<file path="src/rtl/ird_pkg.sv">
// ----------------------------------------------------------------------------
// ird_pkg: shared types and constants for the infrared distance linearizer
// Holds the calibration table and the segment reciprocals. It also holds the
// transaction record that passes between the front end, the queue and the
// back end.
// ----------------------------------------------------------------------------
package ird_pkg;

   localparam int unsigned POINTS      = 13;
   localparam int unsigned SEGMENTS    = POINTS - 1;
   localparam int unsigned SAMPLE_W    = 12;
   localparam int unsigned DIST_W      = 7;
   localparam int unsigned SEG_W       = 4;
   localparam int unsigned DELTA_W     = 11;
   localparam int unsigned SLOPE_W     = 4;
   localparam int unsigned NUM_W       = DELTA_W + SLOPE_W;
   localparam int unsigned RECIP_SHIFT = 26;
   localparam int unsigned RECIP_W     = 22;
   localparam int unsigned PROD_W      = NUM_W + RECIP_W;
   localparam int unsigned CSR_INDEX_W = 4;

   typedef logic [SAMPLE_W-1:0] sample_type;
   typedef logic [DIST_W-1:0]   dist_type;
   typedef logic [SEG_W-1:0]    seg_type;
   typedef logic [DELTA_W-1:0]  delta_type;
   typedef logic [SLOPE_W-1:0]  slope_type;
   typedef logic [RECIP_W-1:0]  recip_type;
   typedef logic [CSR_INDEX_W-1:0] csr_index_type;

   // Falling converter codes paired with rising distances in centimetres.
   localparam sample_type CODE_TABLE [POINTS] = '{
      12'd4095, 12'd3775, 12'd2400, 12'd1770, 12'd1330, 12'd1064, 12'd915,
      12'd805,  12'd740,  12'd700,  12'd630,  12'd590,  12'd560};
   localparam dist_type DIST_TABLE [POINTS] = '{
      7'd0,  7'd10, 7'd15, 7'd20, 7'd25, 7'd30, 7'd35,
      7'd40, 7'd45, 7'd50, 7'd55, 7'd60, 7'd65};

   localparam dist_type MISS_DISTANCE = DIST_TABLE[POINTS-1];

   // Rounded-up reciprocals of each segment's code span, scaled by 2^26. The
   // numerator never exceeds 13740, so the product error stays below the
   // smallest fractional step of any quotient and no correction is needed.
   localparam int unsigned RECIP_ONE = 32'd1 << RECIP_SHIFT;
   localparam recip_type RECIP_TABLE [SEGMENTS] = '{
      RECIP_W'((RECIP_ONE + 320  - 1) / 320),
      RECIP_W'((RECIP_ONE + 1375 - 1) / 1375),
      RECIP_W'((RECIP_ONE + 630  - 1) / 630),
      RECIP_W'((RECIP_ONE + 440  - 1) / 440),
      RECIP_W'((RECIP_ONE + 266  - 1) / 266),
      RECIP_W'((RECIP_ONE + 149  - 1) / 149),
      RECIP_W'((RECIP_ONE + 110  - 1) / 110),
      RECIP_W'((RECIP_ONE + 65   - 1) / 65),
      RECIP_W'((RECIP_ONE + 40   - 1) / 40),
      RECIP_W'((RECIP_ONE + 70   - 1) / 70),
      RECIP_W'((RECIP_ONE + 40   - 1) / 40),
      RECIP_W'((RECIP_ONE + 30   - 1) / 30)};

   localparam csr_index_type CSR_MIN_DISTANCE = 4'd0;
   localparam csr_index_type CSR_RANGE_LIMIT  = 4'd1;

   localparam dist_type MIN_DISTANCE_RESET = 7'd10;
   localparam dist_type RANGE_LIMIT_RESET  = 7'd51;

   // One classified sample on its way to the arithmetic.
   typedef struct packed {
      logic      miss;
      seg_type   seg;
      delta_type delta;
      slope_type slope;
      dist_type  base;
   } item_type;

   typedef struct packed {
      logic     valid;
      item_type item;
   } head_type;

   typedef struct packed {
      dist_type min_distance;
      dist_type range_limit;
   } cfg_type;

endpackage

</file>
<file path="src/rtl/ird_front.sv">
// ----------------------------------------------------------------------------
// ird_front: sample intake and segment classification
// Compares the sample against every table segment at once and registers the
// segment, the offset into it and the segment's slope.
// ----------------------------------------------------------------------------
module ird_front (
   input  logic                clock,
   input  logic                reset,
   input  logic                start,
   output logic                busy,
   input  ird_pkg::sample_type adc_sample,
   input  logic                queue_full,
   output logic                push,
   output ird_pkg::item_type   push_item
);

   logic              valid_ff;
   logic              valid_in;
   ird_pkg::item_type item_ff;
   ird_pkg::item_type item_in;
   logic              accept;

   // Nothing is taken while reset is held, so busy stays high throughout it.
   assign busy   = reset || (valid_ff && queue_full);
   assign accept = start && !busy;
   assign push   = valid_ff && !queue_full;
   assign push_item = item_ff;

   // At most one segment can match because the codes fall strictly.
   always_comb begin
      item_in.miss  = 1'b1;
      item_in.seg   = '0;
      item_in.delta = '0;
      item_in.slope = '0;
      item_in.base  = ird_pkg::MISS_DISTANCE;
      for (int k = 0; k < ird_pkg::SEGMENTS; k++) begin
         if (adc_sample <= ird_pkg::CODE_TABLE[k] && adc_sample > ird_pkg::CODE_TABLE[k+1]) begin
            item_in.miss  = 1'b0;
            item_in.seg   = ird_pkg::SEG_W'(k);
            item_in.delta = ird_pkg::DELTA_W'(ird_pkg::CODE_TABLE[k] - adc_sample);
            item_in.slope = ird_pkg::SLOPE_W'(ird_pkg::DIST_TABLE[k+1] - ird_pkg::DIST_TABLE[k]);
            item_in.base  = ird_pkg::DIST_TABLE[k];
         end
      end
   end

   always_comb begin
      valid_in = valid_ff;
      if (!busy) begin
         valid_in = start;
      end
   end

   always_ff @(posedge clock) begin
      if (reset) begin
         valid_ff <= 1'b0;
      end else begin
         valid_ff <= valid_in;
      end
   end

   always_ff @(posedge clock) begin
      if (accept) begin
         item_ff <= item_in;
      end
   end

endmodule

</file>
<file path="src/rtl/ird_queue.sv">
// ----------------------------------------------------------------------------
// ird_queue: short FIFO between classification and arithmetic
// Decouples the front end from the back end; the head is visible at once.
// ----------------------------------------------------------------------------
module ird_queue #(
   parameter int unsigned DEPTH = 2
) (
   input  logic              clock,
   input  logic              reset,
   input  logic              push,
   input  ird_pkg::item_type push_item,
   output logic              full,
   input  logic              pop,
   output ird_pkg::head_type head
);

   localparam int unsigned PTR_W = (DEPTH > 1) ? $clog2(DEPTH) : 1;
   localparam int unsigned CNT_W = $clog2(DEPTH + 1);

   ird_pkg::item_type mem [DEPTH];
   logic [PTR_W-1:0]  wr_ptr_ff;
   logic [PTR_W-1:0]  wr_ptr_in;
   logic [PTR_W-1:0]  rd_ptr_ff;
   logic [PTR_W-1:0]  rd_ptr_in;
   logic [CNT_W-1:0]  count_ff;
   logic [CNT_W-1:0]  count_in;
   logic              do_push;
   logic              do_pop;

   assign full       = (count_ff == CNT_W'(DEPTH));
   assign head.valid = (count_ff != '0);
   assign head.item  = mem[rd_ptr_ff];
   assign do_push    = push && !full;
   assign do_pop     = pop && head.valid;

   always_comb begin
      wr_ptr_in = wr_ptr_ff;
      rd_ptr_in = rd_ptr_ff;
      count_in  = count_ff;
      if (do_push) begin
         wr_ptr_in = (wr_ptr_ff == PTR_W'(DEPTH - 1)) ? '0 : wr_ptr_ff + PTR_W'(1);
      end
      if (do_pop) begin
         rd_ptr_in = (rd_ptr_ff == PTR_W'(DEPTH - 1)) ? '0 : rd_ptr_ff + PTR_W'(1);
      end
      case ({do_push, do_pop})
         2'b10:   count_in = count_ff + CNT_W'(1);
         2'b01:   count_in = count_ff - CNT_W'(1);
         default: count_in = count_ff;
      endcase
   end

   always_ff @(posedge clock) begin
      if (reset) begin
         wr_ptr_ff <= '0;
         rd_ptr_ff <= '0;
         count_ff  <= '0;
      end else begin
         wr_ptr_ff <= wr_ptr_in;
         rd_ptr_ff <= rd_ptr_in;
         count_ff  <= count_in;
      end
   end

   always_ff @(posedge clock) begin
      if (do_push) begin
         mem[wr_ptr_ff] <= push_item;
      end
   end

endmodule

</file>
<file path="src/rtl/ird_back.sv">
// ----------------------------------------------------------------------------
// ird_back: interpolation arithmetic and result register
// Three stages: offset times slope, times segment reciprocal, then the
// base addition, floor clamp and range compare into the result register.
// ----------------------------------------------------------------------------
module ird_back (
   input  logic                clock,
   input  logic                reset,
   input  ird_pkg::head_type   head,
   output logic                pop,
   input  ird_pkg::cfg_type    cfg,
   output logic                rsp_valid,
   output ird_pkg::dist_type   rsp_distance_cm,
   output logic                rsp_out_of_range,
   output logic                rsp_no_segment,
   output ird_pkg::seg_type    rsp_segment_index
);

   logic                        s1_valid_ff;
   logic [ird_pkg::NUM_W-1:0]   s1_num_ff;
   logic [ird_pkg::NUM_W-1:0]   s1_num_in;
   ird_pkg::recip_type          s1_recip_ff;
   ird_pkg::dist_type           s1_base_ff;
   logic                        s1_miss_ff;
   ird_pkg::seg_type            s1_seg_ff;

   logic                        s2_valid_ff;
   ird_pkg::slope_type          s2_quot_ff;
   ird_pkg::slope_type          s2_quot_in;
   logic [ird_pkg::PROD_W-1:0]  s2_prod;
   ird_pkg::dist_type           s2_base_ff;
   logic                        s2_miss_ff;
   ird_pkg::seg_type            s2_seg_ff;

   logic                        valid_ff;
   ird_pkg::dist_type           dist_ff;
   ird_pkg::dist_type           dist_in;
   ird_pkg::dist_type           sum;
   logic                        oor_ff;
   logic                        oor_in;
   logic                        miss_ff;
   ird_pkg::seg_type            seg_ff;

   // The back end never stalls, so the queue head is taken whenever present.
   assign pop = head.valid;

   assign s1_num_in = ird_pkg::NUM_W'(head.item.delta) * ird_pkg::NUM_W'(head.item.slope);

   assign s2_prod    = ird_pkg::PROD_W'(s1_num_ff) * ird_pkg::PROD_W'(s1_recip_ff);
   assign s2_quot_in = s2_prod[ird_pkg::RECIP_SHIFT +: ird_pkg::SLOPE_W];

   assign sum     = s2_base_ff + ird_pkg::DIST_W'(s2_quot_ff);
   assign dist_in = (sum < cfg.min_distance) ? cfg.min_distance : sum;
   assign oor_in  = (dist_in >= cfg.range_limit);

   always_ff @(posedge clock) begin
      if (reset) begin
         s1_valid_ff <= 1'b0;
         s2_valid_ff <= 1'b0;
         valid_ff    <= 1'b0;
      end else begin
         s1_valid_ff <= head.valid;
         s2_valid_ff <= s1_valid_ff;
         valid_ff    <= s2_valid_ff;
      end
   end

   always_ff @(posedge clock) begin
      s1_num_ff   <= s1_num_in;
      s1_recip_ff <= ird_pkg::RECIP_TABLE[head.item.seg];
      s1_base_ff  <= head.item.base;
      s1_miss_ff  <= head.item.miss;
      s1_seg_ff   <= head.item.seg;

      s2_quot_ff  <= s2_quot_in;
      s2_base_ff  <= s1_base_ff;
      s2_miss_ff  <= s1_miss_ff;
      s2_seg_ff   <= s1_seg_ff;

      dist_ff     <= dist_in;
      oor_ff      <= oor_in;
      miss_ff     <= s2_miss_ff;
      seg_ff      <= s2_seg_ff;
   end

   assign rsp_valid         = valid_ff;
   assign rsp_distance_cm   = dist_ff;
   assign rsp_out_of_range  = oor_ff;
   assign rsp_no_segment    = miss_ff;
   assign rsp_segment_index = seg_ff;

endmodule

</file>
<file path="src/rtl/ir_distance_linearizer.sv">
// ----------------------------------------------------------------------------
// ir_distance_linearizer: infrared range sensor linearisation
// Converts a raw converter code into a distance in centimetres by piecewise
// linear interpolation over a fixed thirteen-point calibration table.
// ----------------------------------------------------------------------------
//
//  Channel   Handshake            Payload
//  -------   ------------------   ---------------------------------------------
//  request   start / busy         req_adc_sample
//  response  rsp_valid (strobe)   rsp_distance_cm, rsp_out_of_range,
//                                 rsp_no_segment, rsp_segment_index
//  csr       csr_valid/csr_ready  csr_index, csr_wdata
//
// One transaction may be accepted every clock cycle while busy is low. Its
// response appears on the rsp_ ports once it has passed the classification
// register, the queue entry and the three arithmetic stages.
// Reset is synchronous and active high; it empties the pipeline and the queue
// and restores the floor to 10 cm and the range limit to 51 cm. While reset is
// held, busy is high and csr_ready is low, so no transaction is taken.
// The response side cannot stall, so the back end drains one entry per cycle.
// Outside reset, busy rises only if the queue has filled behind a held front-end entry.
// ----------------------------------------------------------------------------
module ir_distance_linearizer #(
   parameter int unsigned QUEUE_DEPTH = 2
) (
   input  logic                          clock,
   input  logic                          reset,

   input  logic                          start,
   output logic                          busy,
   input  logic [ird_pkg::SAMPLE_W-1:0]  req_adc_sample,

   output logic                          rsp_valid,
   output logic [ird_pkg::DIST_W-1:0]    rsp_distance_cm,
   output logic                          rsp_out_of_range,
   output logic                          rsp_no_segment,
   output logic [ird_pkg::SEG_W-1:0]     rsp_segment_index,

   input  logic                          csr_valid,
   output logic                          csr_ready,
   input  logic [ird_pkg::CSR_INDEX_W-1:0] csr_index,
   input  logic [ird_pkg::DIST_W-1:0]    csr_wdata
);

   // Configuration registers. Writes to an index outside the register list
   // are acknowledged and dropped.
   ird_pkg::dist_type min_distance_ff;
   ird_pkg::dist_type min_distance_in;
   ird_pkg::dist_type range_limit_ff;
   ird_pkg::dist_type range_limit_in;
   ird_pkg::cfg_type  cfg;

   logic              queue_full;
   logic              push;
   ird_pkg::item_type push_item;
   logic              pop;
   ird_pkg::head_type head;

   assign csr_ready = !reset;

   always_comb begin
      min_distance_in = min_distance_ff;
      range_limit_in  = range_limit_ff;
      if (csr_valid && csr_ready) begin
         case (csr_index)
            ird_pkg::CSR_MIN_DISTANCE: min_distance_in = csr_wdata;
            ird_pkg::CSR_RANGE_LIMIT:  range_limit_in  = csr_wdata;
            default: begin
               min_distance_in = min_distance_ff;
               range_limit_in  = range_limit_ff;
            end
         endcase
      end
   end

   always_ff @(posedge clock) begin
      if (reset) begin
         min_distance_ff <= ird_pkg::MIN_DISTANCE_RESET;
         range_limit_ff  <= ird_pkg::RANGE_LIMIT_RESET;
      end else begin
         min_distance_ff <= min_distance_in;
         range_limit_ff  <= range_limit_in;
      end
   end

   assign cfg.min_distance = min_distance_ff;
   assign cfg.range_limit  = range_limit_ff;

   // Front end: intake and segment search across all comparators at once.
   ird_front u_front (
      .clock      (clock),
      .reset      (reset),
      .start      (start),
      .busy       (busy),
      .adc_sample (req_adc_sample),
      .queue_full (queue_full),
      .push       (push),
      .push_item  (push_item)
   );

   // The queue lets the front end keep accepting while arithmetic is in flight.
   ird_queue #(
      .DEPTH (QUEUE_DEPTH)
   ) u_queue (
      .clock     (clock),
      .reset     (reset),
      .push      (push),
      .push_item (push_item),
      .full      (queue_full),
      .pop       (pop),
      .head      (head)
   );

   // Back end: multiply, scale by the segment reciprocal, clamp and compare.
   ird_back u_back (
      .clock             (clock),
      .reset             (reset),
      .head              (head),
      .pop               (pop),
      .cfg               (cfg),
      .rsp_valid         (rsp_valid),
      .rsp_distance_cm   (rsp_distance_cm),
      .rsp_out_of_range  (rsp_out_of_range),
      .rsp_no_segment    (rsp_no_segment),
      .rsp_segment_index (rsp_segment_index)
   );

   // Every accepted transaction yields its response.
   assert property (@(posedge clock) disable iff (reset)
      (start && !busy) |-> ##5 rsp_valid)
      else $error("accepted transaction produced no response on time");

   // No response appears without a matching accepted transaction.
   assert property (@(posedge clock) disable iff (reset)
      rsp_valid |-> $past(start && !busy, 5))
      else $error("response without a matching transaction");

   // A sample outside every segment reports segment zero.
   assert property (@(posedge clock) disable iff (reset)
      (rsp_valid && rsp_no_segment) |-> (rsp_segment_index == '0))
      else $error("unmatched sample reported a nonzero segment");

   // The floor clamp is never undercut.
   assert property (@(posedge clock) disable iff (reset)
      rsp_valid |-> (rsp_distance_cm >= min_distance_ff))
      else $error("distance below the configured floor");

endmodule
</file>
<file path="config.mk">
export PLATFORM = sky130hd
export DESIGN_NAME = ir_distance_linearizer
export DESIGN_NICKNAME = d
export VERILOG_FILES = /design/src/rtl/ird_pkg.sv /design/src/rtl/ird_front.sv /design/src/rtl/ird_queue.sv /design/src/rtl/ird_back.sv /design/src/rtl/ir_distance_linearizer.sv
export SDC_FILE = /design/constraint.sdc
export NUM_CORES = 1
export LEC_CHECK = 0
export BUFFER_PORTS_ARGS = -buffer_cell sky130_fd_sc_hd__buf_2
export CORE_MARGIN = 2
export CORE_UTILIZATION = 35
export DETAILED_ROUTE_END_ITERATION = 12
export PLACE_DENSITY = 0.56
export SLEW_MARGIN = 0
export SYNTH_ARGS = -nofsm -noshare
export SYNTH_HDL_FRONTEND = slang
export SYNTH_SLANG_ARGS = --single-unit
export TNS_END_PERCENT = 20
</file>
<file path="constraint.sdc">
create_clock -name clock -period 14.8 [get_ports clock]
set_clock_uncertainty 0.05 [all_clocks]
set_input_delay 0.74 -clock clock [delete_from_list [all_inputs] [get_ports clock]]
set_output_delay 0.74 -clock clock [all_outputs]
set_load 0.1 [all_outputs]
</file>
## Word-level counts from Yosys, hierarchy flattened

Memories as Yosys holds them, arrays and structs flattened. A register that Yosys moved wholly into a read port is not among the register bits.
Cells that the tools add are included.

- Mux-type cells: 20
- Order comparisons: 26
- $mul: 2
- Bitwise logic cells: 1
- Reductions and logical operators: 31
- Equal/unequal tests: 4
- Add/subtract/negate cells: 17

Operator list:

| kind | number |
|---|---|
| $mux 26 | 7 |
| $gt 12x10->1 const B | 7 |
| $le 12x10->1 const B | 6 |
| $sub 10x11->11 const A | 6 |
| $sub 11x11->11 const A | 5 |
| $mux 24 | 2 |
| $gt 12x11->1 const B | 3 |
| $le 12x11->1 const B | 3 |
| $le 12x12->1 const B | 3 |
| $mul 15x22->30 | 1 |
| $mux 27 | 1 |
| $gt 12x12->1 const B | 2 |
| $mux 23 | 1 |
| $mux 22 | 1 |
| $logic_and 1x1->1 | 17 |
| $mul 11x4->15 | 1 |
| $reduce_or 11->1 | 1 |
| $sub 9x11->11 const A | 1 |
| $add 7x4->7 | 1 |
| $ge 7x7->1 | 1 |
| $lt 7x7->1 | 1 |
| $mux 7 | 1 |
| $mux 1 | 6 |
| $reduce_or 6->1 | 1 |
| other kinds (16) | 22 |

- Memories: 2
- Word-level logic and storage cells: 135
- Output and inout bits: 16
- Input bits: 27
- Memory bits (read-only): 352
- Bits in writable memories: 54
- Register bits: 105

Memories:

| memory | depth | bits a word | rd ports | clocked after memory_dff | wr ports | line | text |
|---|---|---|---|---|---|---|---|
| (no name shown) | 16 | 22 | 1 | 1 | 0 | ird_back.sv:70 | `s1_recip_ff <= ird_pkg::RECIP_TABLE[head.item.seg];` |
| u_queue.mem | 2 | 27 | 1 | 1 | 1 | ird_queue.sv:20 | `ird_pkg::item_type mem [DEPTH];` |

## Depth between registers and ports, before layout

- Depth in word-level cells: 14
- Depth in mapped cells: 24
- Depth with buffers taken out: 23

## By module

From an unflattened synthesis, not the netlist that was laid out.

- Cell total of the unflattened synthesis: 2,064
- Area, all modules: 19,209.7 um^2

By module, submodules not included:

| module | seq. area each (um^2) | area each (um^2) | cells an instance | times used |
|---|---|---|---|---|
| ird_back | 1,621.6 | 12,632.1 | 1,370 | 1 |
| ird_front | 740.7 | 3,846.2 | 524 | 1 |
| ird_queue | 1,721.7 | 2,167.1 | 110 | 1 |
| ir_distance_linearizer | 280.3 | 564.3 | 60 | 1 |

## Least setup slack after synthesis

No wires, ideal clock.

- Path type: reg2reg
- Start: register u_back.s1_recip_ff[5]
- End: register u_back.s2_quot_ff[3]
- Stages on the path, launching flop included: 24
- Path buffers: 1
- Arrival: 5.709 ns
- Clock period less this slack: 5.885 ns
- Required time: 14.624 ns
- Path slack: 8.915 ns
- Setup time: 0.126 ns
- Path through: dfxtp_1 > clkbuf_1 > and2_1 > fa_1 > inv_1 > fa_1 > inv_1 > fa_1 > inv_1 > fa_1 > inv_1 > fa_1 > inv_1 > fa_1 > inv_1 > ha_1 > o22ai_1 > nor2_1 > a221oi_1 > o31a_1 > o41ai_1 > and4_4 > a2111oi_2 > xnor2_1

- Longest elaborated chain between the ends: 1

RTL lines:

| what | line | text |
|---|---|---|
| start, declared | ird_back.sv:22 | `ird_pkg::recip_type s1_recip_ff;` |
| $mul 15x22->30 | ird_back.sv:49 | `assign s2_prod = ird_pkg::PROD_W'(s1_num_ff) * ird_pkg::PROD_W'(s1_recip_ff);` |
| via u_back.s2_prod (one bit) | ird_back.sv:30 | `logic [ird_pkg::PROD_W-1:0] s2_prod;` |
| end signal, assigned | ird_back.sv:75 | `s2_quot_ff <= s2_quot_in;` |
| end, declared | ird_back.sv:28 | `ird_pkg::slope_type s2_quot_ff;` |

The timed path passes the listed nets, and every way through them passes these cells.
A chain may end at the register's enable or synchronous reset.

## Worst setup path after layout

- Start: register u_back.s1_num_ff[7] (netlist bit)
- End: register u_back.s2_quot_ff[3]

- Longest elaborated chain between the ends: 1

RTL lines:

| what | line | text |
|---|---|---|
| start, declared | ird_back.sv:20 | `logic [ird_pkg::NUM_W-1:0] s1_num_ff;` |
| start signal, assigned | ird_back.sv:69 | `s1_num_ff <= s1_num_in;` |
| $mul 15x22->30 | ird_back.sv:49 |  |
| via u_back.s2_prod (one bit) | ird_back.sv:30 |  |

The timed path passes the listed nets, and every way through them passes these cells.

==> results.py <==
metrics = {
    "run_status": {
        "run_status": "finished, final reports clean",
    },
    "critical_path": {
        "slowest_delay_ps": 1070,
        "timing.critical_path.required_ps": 15050,
        "critical_path.top_delay_family": "adder cells",
        "critical_path.most_common_cell": "sky130_fd_sc_hd__fa_1",
        "timing.critical_path.slowest_stage_cell": "sky130_fd_sc_hd__dfxtp_1",
        "cp_startpoint_kind": "flip-flop",
        "crit_fanout": 22,
        "critPathCaptureType": "flip-flop",
        "worst_ep_arrival_time_ps": 7210,
        "worst_path_buffer_plus_inverter_count": 3,
        "crit_chain": "nand2_1 -> fa_1 -> fa_1 -> fa_1 -> inv_1 -> fa_1 -> fa_1 -> inv_1 -> fa_1 -> inv_1 -> ha_1 -> a21oi_1 -> nor2b_1 -> o21ai_0 -> o2bb2ai_1 -> o31a_1 -> o41ai_1 -> and4_4 -> a2111oi_2 -> xnor2_1",
        "timing_worst_setup_path_type": "flip-flop to flip-flop",
    },
    "synthesis": {
        "synth-seq-area-share_pct": 22.5,
        "post_synth_instance_area_um2": 18400,
        "ys.warnings.count": 0,
        "synth-edff-count": 72,
        "syn_area_per_cell_um2": 9.32,
        "synth_commonest_cells": "sky130_fd_sc_hd__inv_1, sky130_fd_sc_hd__fa_1, sky130_fd_sc_hd__nand2_1, sky130_fd_sc_hd__and2_1, sky130_fd_sc_hd__ha_1",
        "dominantRegCellSynth": "sky130_fd_sc_hd__dfxtp_1",
        "async_flop_share_pct": 0,
        "yosys.area.top_type_share_pct": 27.9,
        "synth_seq_cells": 171,
        "synth.net_count": 2388,
        "synth_cell_types": 82,
        "synthMostInstantiatedCell": "sky130_fd_sc_hd__inv_1",
        "synth.area.top_cells": "sky130_fd_sc_hd__fa_1, sky130_fd_sc_hd__edfxtp_1, sky130_fd_sc_hd__dfxtp_1, sky130_fd_sc_hd__ha_1, sky130_fd_sc_hd__inv_1",
        "synth_largest_area_cell": "sky130_fd_sc_hd__fa_1",
        "post_synth_inst_count": 1977,
    },
    "run": {
        "drv_cap": 0,
    },
    "clock_tree": {
        "clock_latency_late_sink_ps": 430,
        "cts_repair_resize_count": 0,
        "cts_tree": "done",
        "cts.hold.buffers_added": 0,
        "cts.sinks": 171,
        "cts_inserted_buffers": 17,
        "cts.path.max_buffers": 2,
        "cts-htree-levels": 4,
        "post-cts-setup-buffers": 0,
        "cts-root-buf": "sky130_fd_sc_hd__clkbuf_16",
        "cts.clk_slew.worst_paths_ps": 70,
    },
    "placement": {
        "place_congestion": 0.935,
        "quantity_of_i_o_buffers_inserted_on_ports": 42,
        "dpl.hpwl_um": 35900,
    },
    "layout": {
        "num-fill-cells": 5201,
        "footprint_of_the_multi_input_gates_um2": 12600,
        "final_nets": 2360,
        "layout-area-overhead-vs-synth_pct": 7.39,
        "drive_gt1_share_pct": 6.52,
        "n_antenna_cell": 0,
        "register_area_um2": 4140,
    },
    "route": {
        "drt_pre_antenna_iters": 5,
        "via_per_inst": 5.05,
        "drt_antenna_net_count": 0,
        "post-route-drc-count": 0,
        "avgRoutedWirePerCell_um": 17.6,
        "route.vias.total": 13400,
        "totalWireLength_um": 46700,
        "drt_first_iter_violations": 843,
    },
    "timing": {
        "final.setup.tns_ps": 0,
        "worst-slew-pin-transition_ps": 1130,
        "slew_headroom_pct": 24.8,
        "min_period_ps": 6960,
        "clock.fmax_ghz": 0.144,
        "min_period_over_period_pct": 47.0,
        "timing.final.hold_violations": 0,
        "setup-violations-final": 0,
        "rsz0062_at_grt": "false",
        "finalMaxSlewViolations": 0,
    },
    "floorplanning": {
        "die_w_um": 233,
        "dieArea_um2": 54500,
        "die_y_um": 233,
        "std_cell_rows": 84,
        "initial_core_utilization_pct": 35.2,
        "i_o_pins": 43,
        "design.core.area_um2": 52300,
    },
    "global_routing": {
        "grt_use_total_pct": 18.0,
        "largest_net_degree_at_the_start_of_global_routing": 38,
        "global_route_wire_length_before_repair_um": 76900,
        "overflow_left_after_global_routing": 0,
        "first_global_vias": 14000,
        "antenna_found_initial": 0,
    },
    "worst_hold_path": {
        "hp-class": "flip-flop to flip-flop",
    },
}
-- flip-flops by register name, summed over array words and instances, names as in the netlist, 4 cells and up, named ones only --
| name | count |
|---|---|
| u_queue.mem | 48 |
| u_front.push_item | 24 |
| u_back.s1_recip_ff | 22 |
| u_back.s1_num_ff | 15 |
| min_distance_ff | 7 |
| range_limit_ff | 7 |
| u_back.rsp_distance_cm | 7 |
| u_back.s1_base_ff | 7 |
| u_back.s2_base_ff | 7 |
| u_back.rsp_segment_index | 4 |
| u_back.s1_seg_ff | 4 |
| u_back.s2_quot_ff | 4 |
| u_back.s2_seg_ff | 4 |
-- cells in the final DEF (no fill, tap or decap), types with 13 or more instances in the layout --
master	count
sky130_fd_sc_hd__nor3_1	17
sky130_fd_sc_hd__a211oi_1	13
sky130_fd_sc_hd__edfxtp_1	72
sky130_fd_sc_hd__nor2_1	94
sky130_fd_sc_hd__nand3_1	23
sky130_fd_sc_hd__inv_1	328
sky130_fd_sc_hd__ha_1	127
sky130_fd_sc_hd__mux2_2	16
sky130_fd_sc_hd__a21o_1	18
sky130_fd_sc_hd__buf_2	42
sky130_fd_sc_hd__xor2_1	18
sky130_fd_sc_hd__o21ai_0	68
sky130_fd_sc_hd__and2_1	185
sky130_fd_sc_hd__o31ai_1	14
sky130_fd_sc_hd__mux2i_1	19
sky130_fd_sc_hd__fa_1	257
sky130_fd_sc_hd__clkbuf_16	17
sky130_fd_sc_hd__a21oi_1	72
sky130_fd_sc_hd__nand2_1	204
sky130_fd_sc_hd__dfxtp_1	99
sky130_fd_sc_hd__xnor2_1	45
sky130_fd_sc_hd__nor2b_1	20
-- per-layer routing --
metal | track usage (%) | vias to the layer above | part of all wire [%]
met1 | 24.2 | 6635 | 44
met2 | 30.1 | 386 | 48
met4 | 5.66 | 0 | 3.1
met5 | 0 | - | 0
li1 | - | 6261 | -
met3 | 2.48 | 91 | 4.9
-- cell families after synthesis --
kind of cell    Yosys count  synth area share, %
flops                   171                 22.5
buf+inv                 430                 8.90
simple gates            609                 16.7
compound gates          285                 10.4
xor+xnor                 63                 3.00
mux                      35                 2.01
fa+ha+maj               384                 36.6
-- final cells by class --
class | instances | share of cell area [%]
flip-flops and latches | 171 | 21.0
clock inverters | 15 | 0.873
clock buffers | 17 | 2.15
repair buffers | 53 | 1.48
inverters | 330 | 6.26
well taps | 688 | 4.35
multi-input cells | 1376 | 63.9
-- path summary, 6_finish.rpt --
| check | cells after the start | startpoint | to | slack, ps |
|---|---|---|---|---|
| worst max-delay path | 20 | u_back.s1_num_ff[7] | u_back.s2_quot_ff[3] | 7840 |
| worst min-delay path | 0 | u_back.s2_seg_ff[1] | u_back.rsp_segment_index[1] | 280 |
| worst max register to register | 20 | u_back.s1_num_ff[7] | u_back.s2_quot_ff[3] | 7840 |
| worst min register to register | 0 | u_back.s2_seg_ff[1] | u_back.rsp_segment_index[1] | 280 |
-- worst reg2reg max path, stage by stage, from the launching register on --
cell and delay (ps):
sky130_fd_sc_hd__dfxtp_1 1070, sky130_fd_sc_hd__nand2_1 190, sky130_fd_sc_hd__fa_1 570, sky130_fd_sc_hd__fa_1 430, sky130_fd_sc_hd__fa_1 510, sky130_fd_sc_hd__inv_1 60, sky130_fd_sc_hd__fa_1 510, sky130_fd_sc_hd__fa_1 560
sky130_fd_sc_hd__inv_1 60, sky130_fd_sc_hd__fa_1 540, sky130_fd_sc_hd__inv_1 40, sky130_fd_sc_hd__ha_1 290, sky130_fd_sc_hd__a21oi_1 70, sky130_fd_sc_hd__nor2b_1 100, sky130_fd_sc_hd__o21ai_0 80, sky130_fd_sc_hd__o2bb2ai_1 150
sky130_fd_sc_hd__o31a_1 170, sky130_fd_sc_hd__o41ai_1 860, sky130_fd_sc_hd__and4_4 340, sky130_fd_sc_hd__a2111oi_2 60, sky130_fd_sc_hd__xnor2_1 130
-- metrics by stage --
| step | instance area [um^2] | std cells | setup WS [ps] | utilization, % | hold slack, ps |
|---|---|---|---|---|---|
| 6_report | 19800 | 2650 | 7840 | 37.8 | 277 |
| 3_5_place_dp | 19200 | 2618 | 7780 | 36.6 | 262 |
| 5_1_grt | 19800 | 2650 | 7480 | 37.8 | 286 |
| 4_1_cts | 19800 | 2650 | 7730 | 37.8 | 278 |
| 2_1_floorplan | 18400 | 1977 | 8910 | - | 260 |
| 3_3_place_gp | 19200 | 2618 | 7890 | 36.6 | 262 |
Power is not shown: default switching activity piles up to over one toggle a cycle in this logic, so the estimate is an artifact.
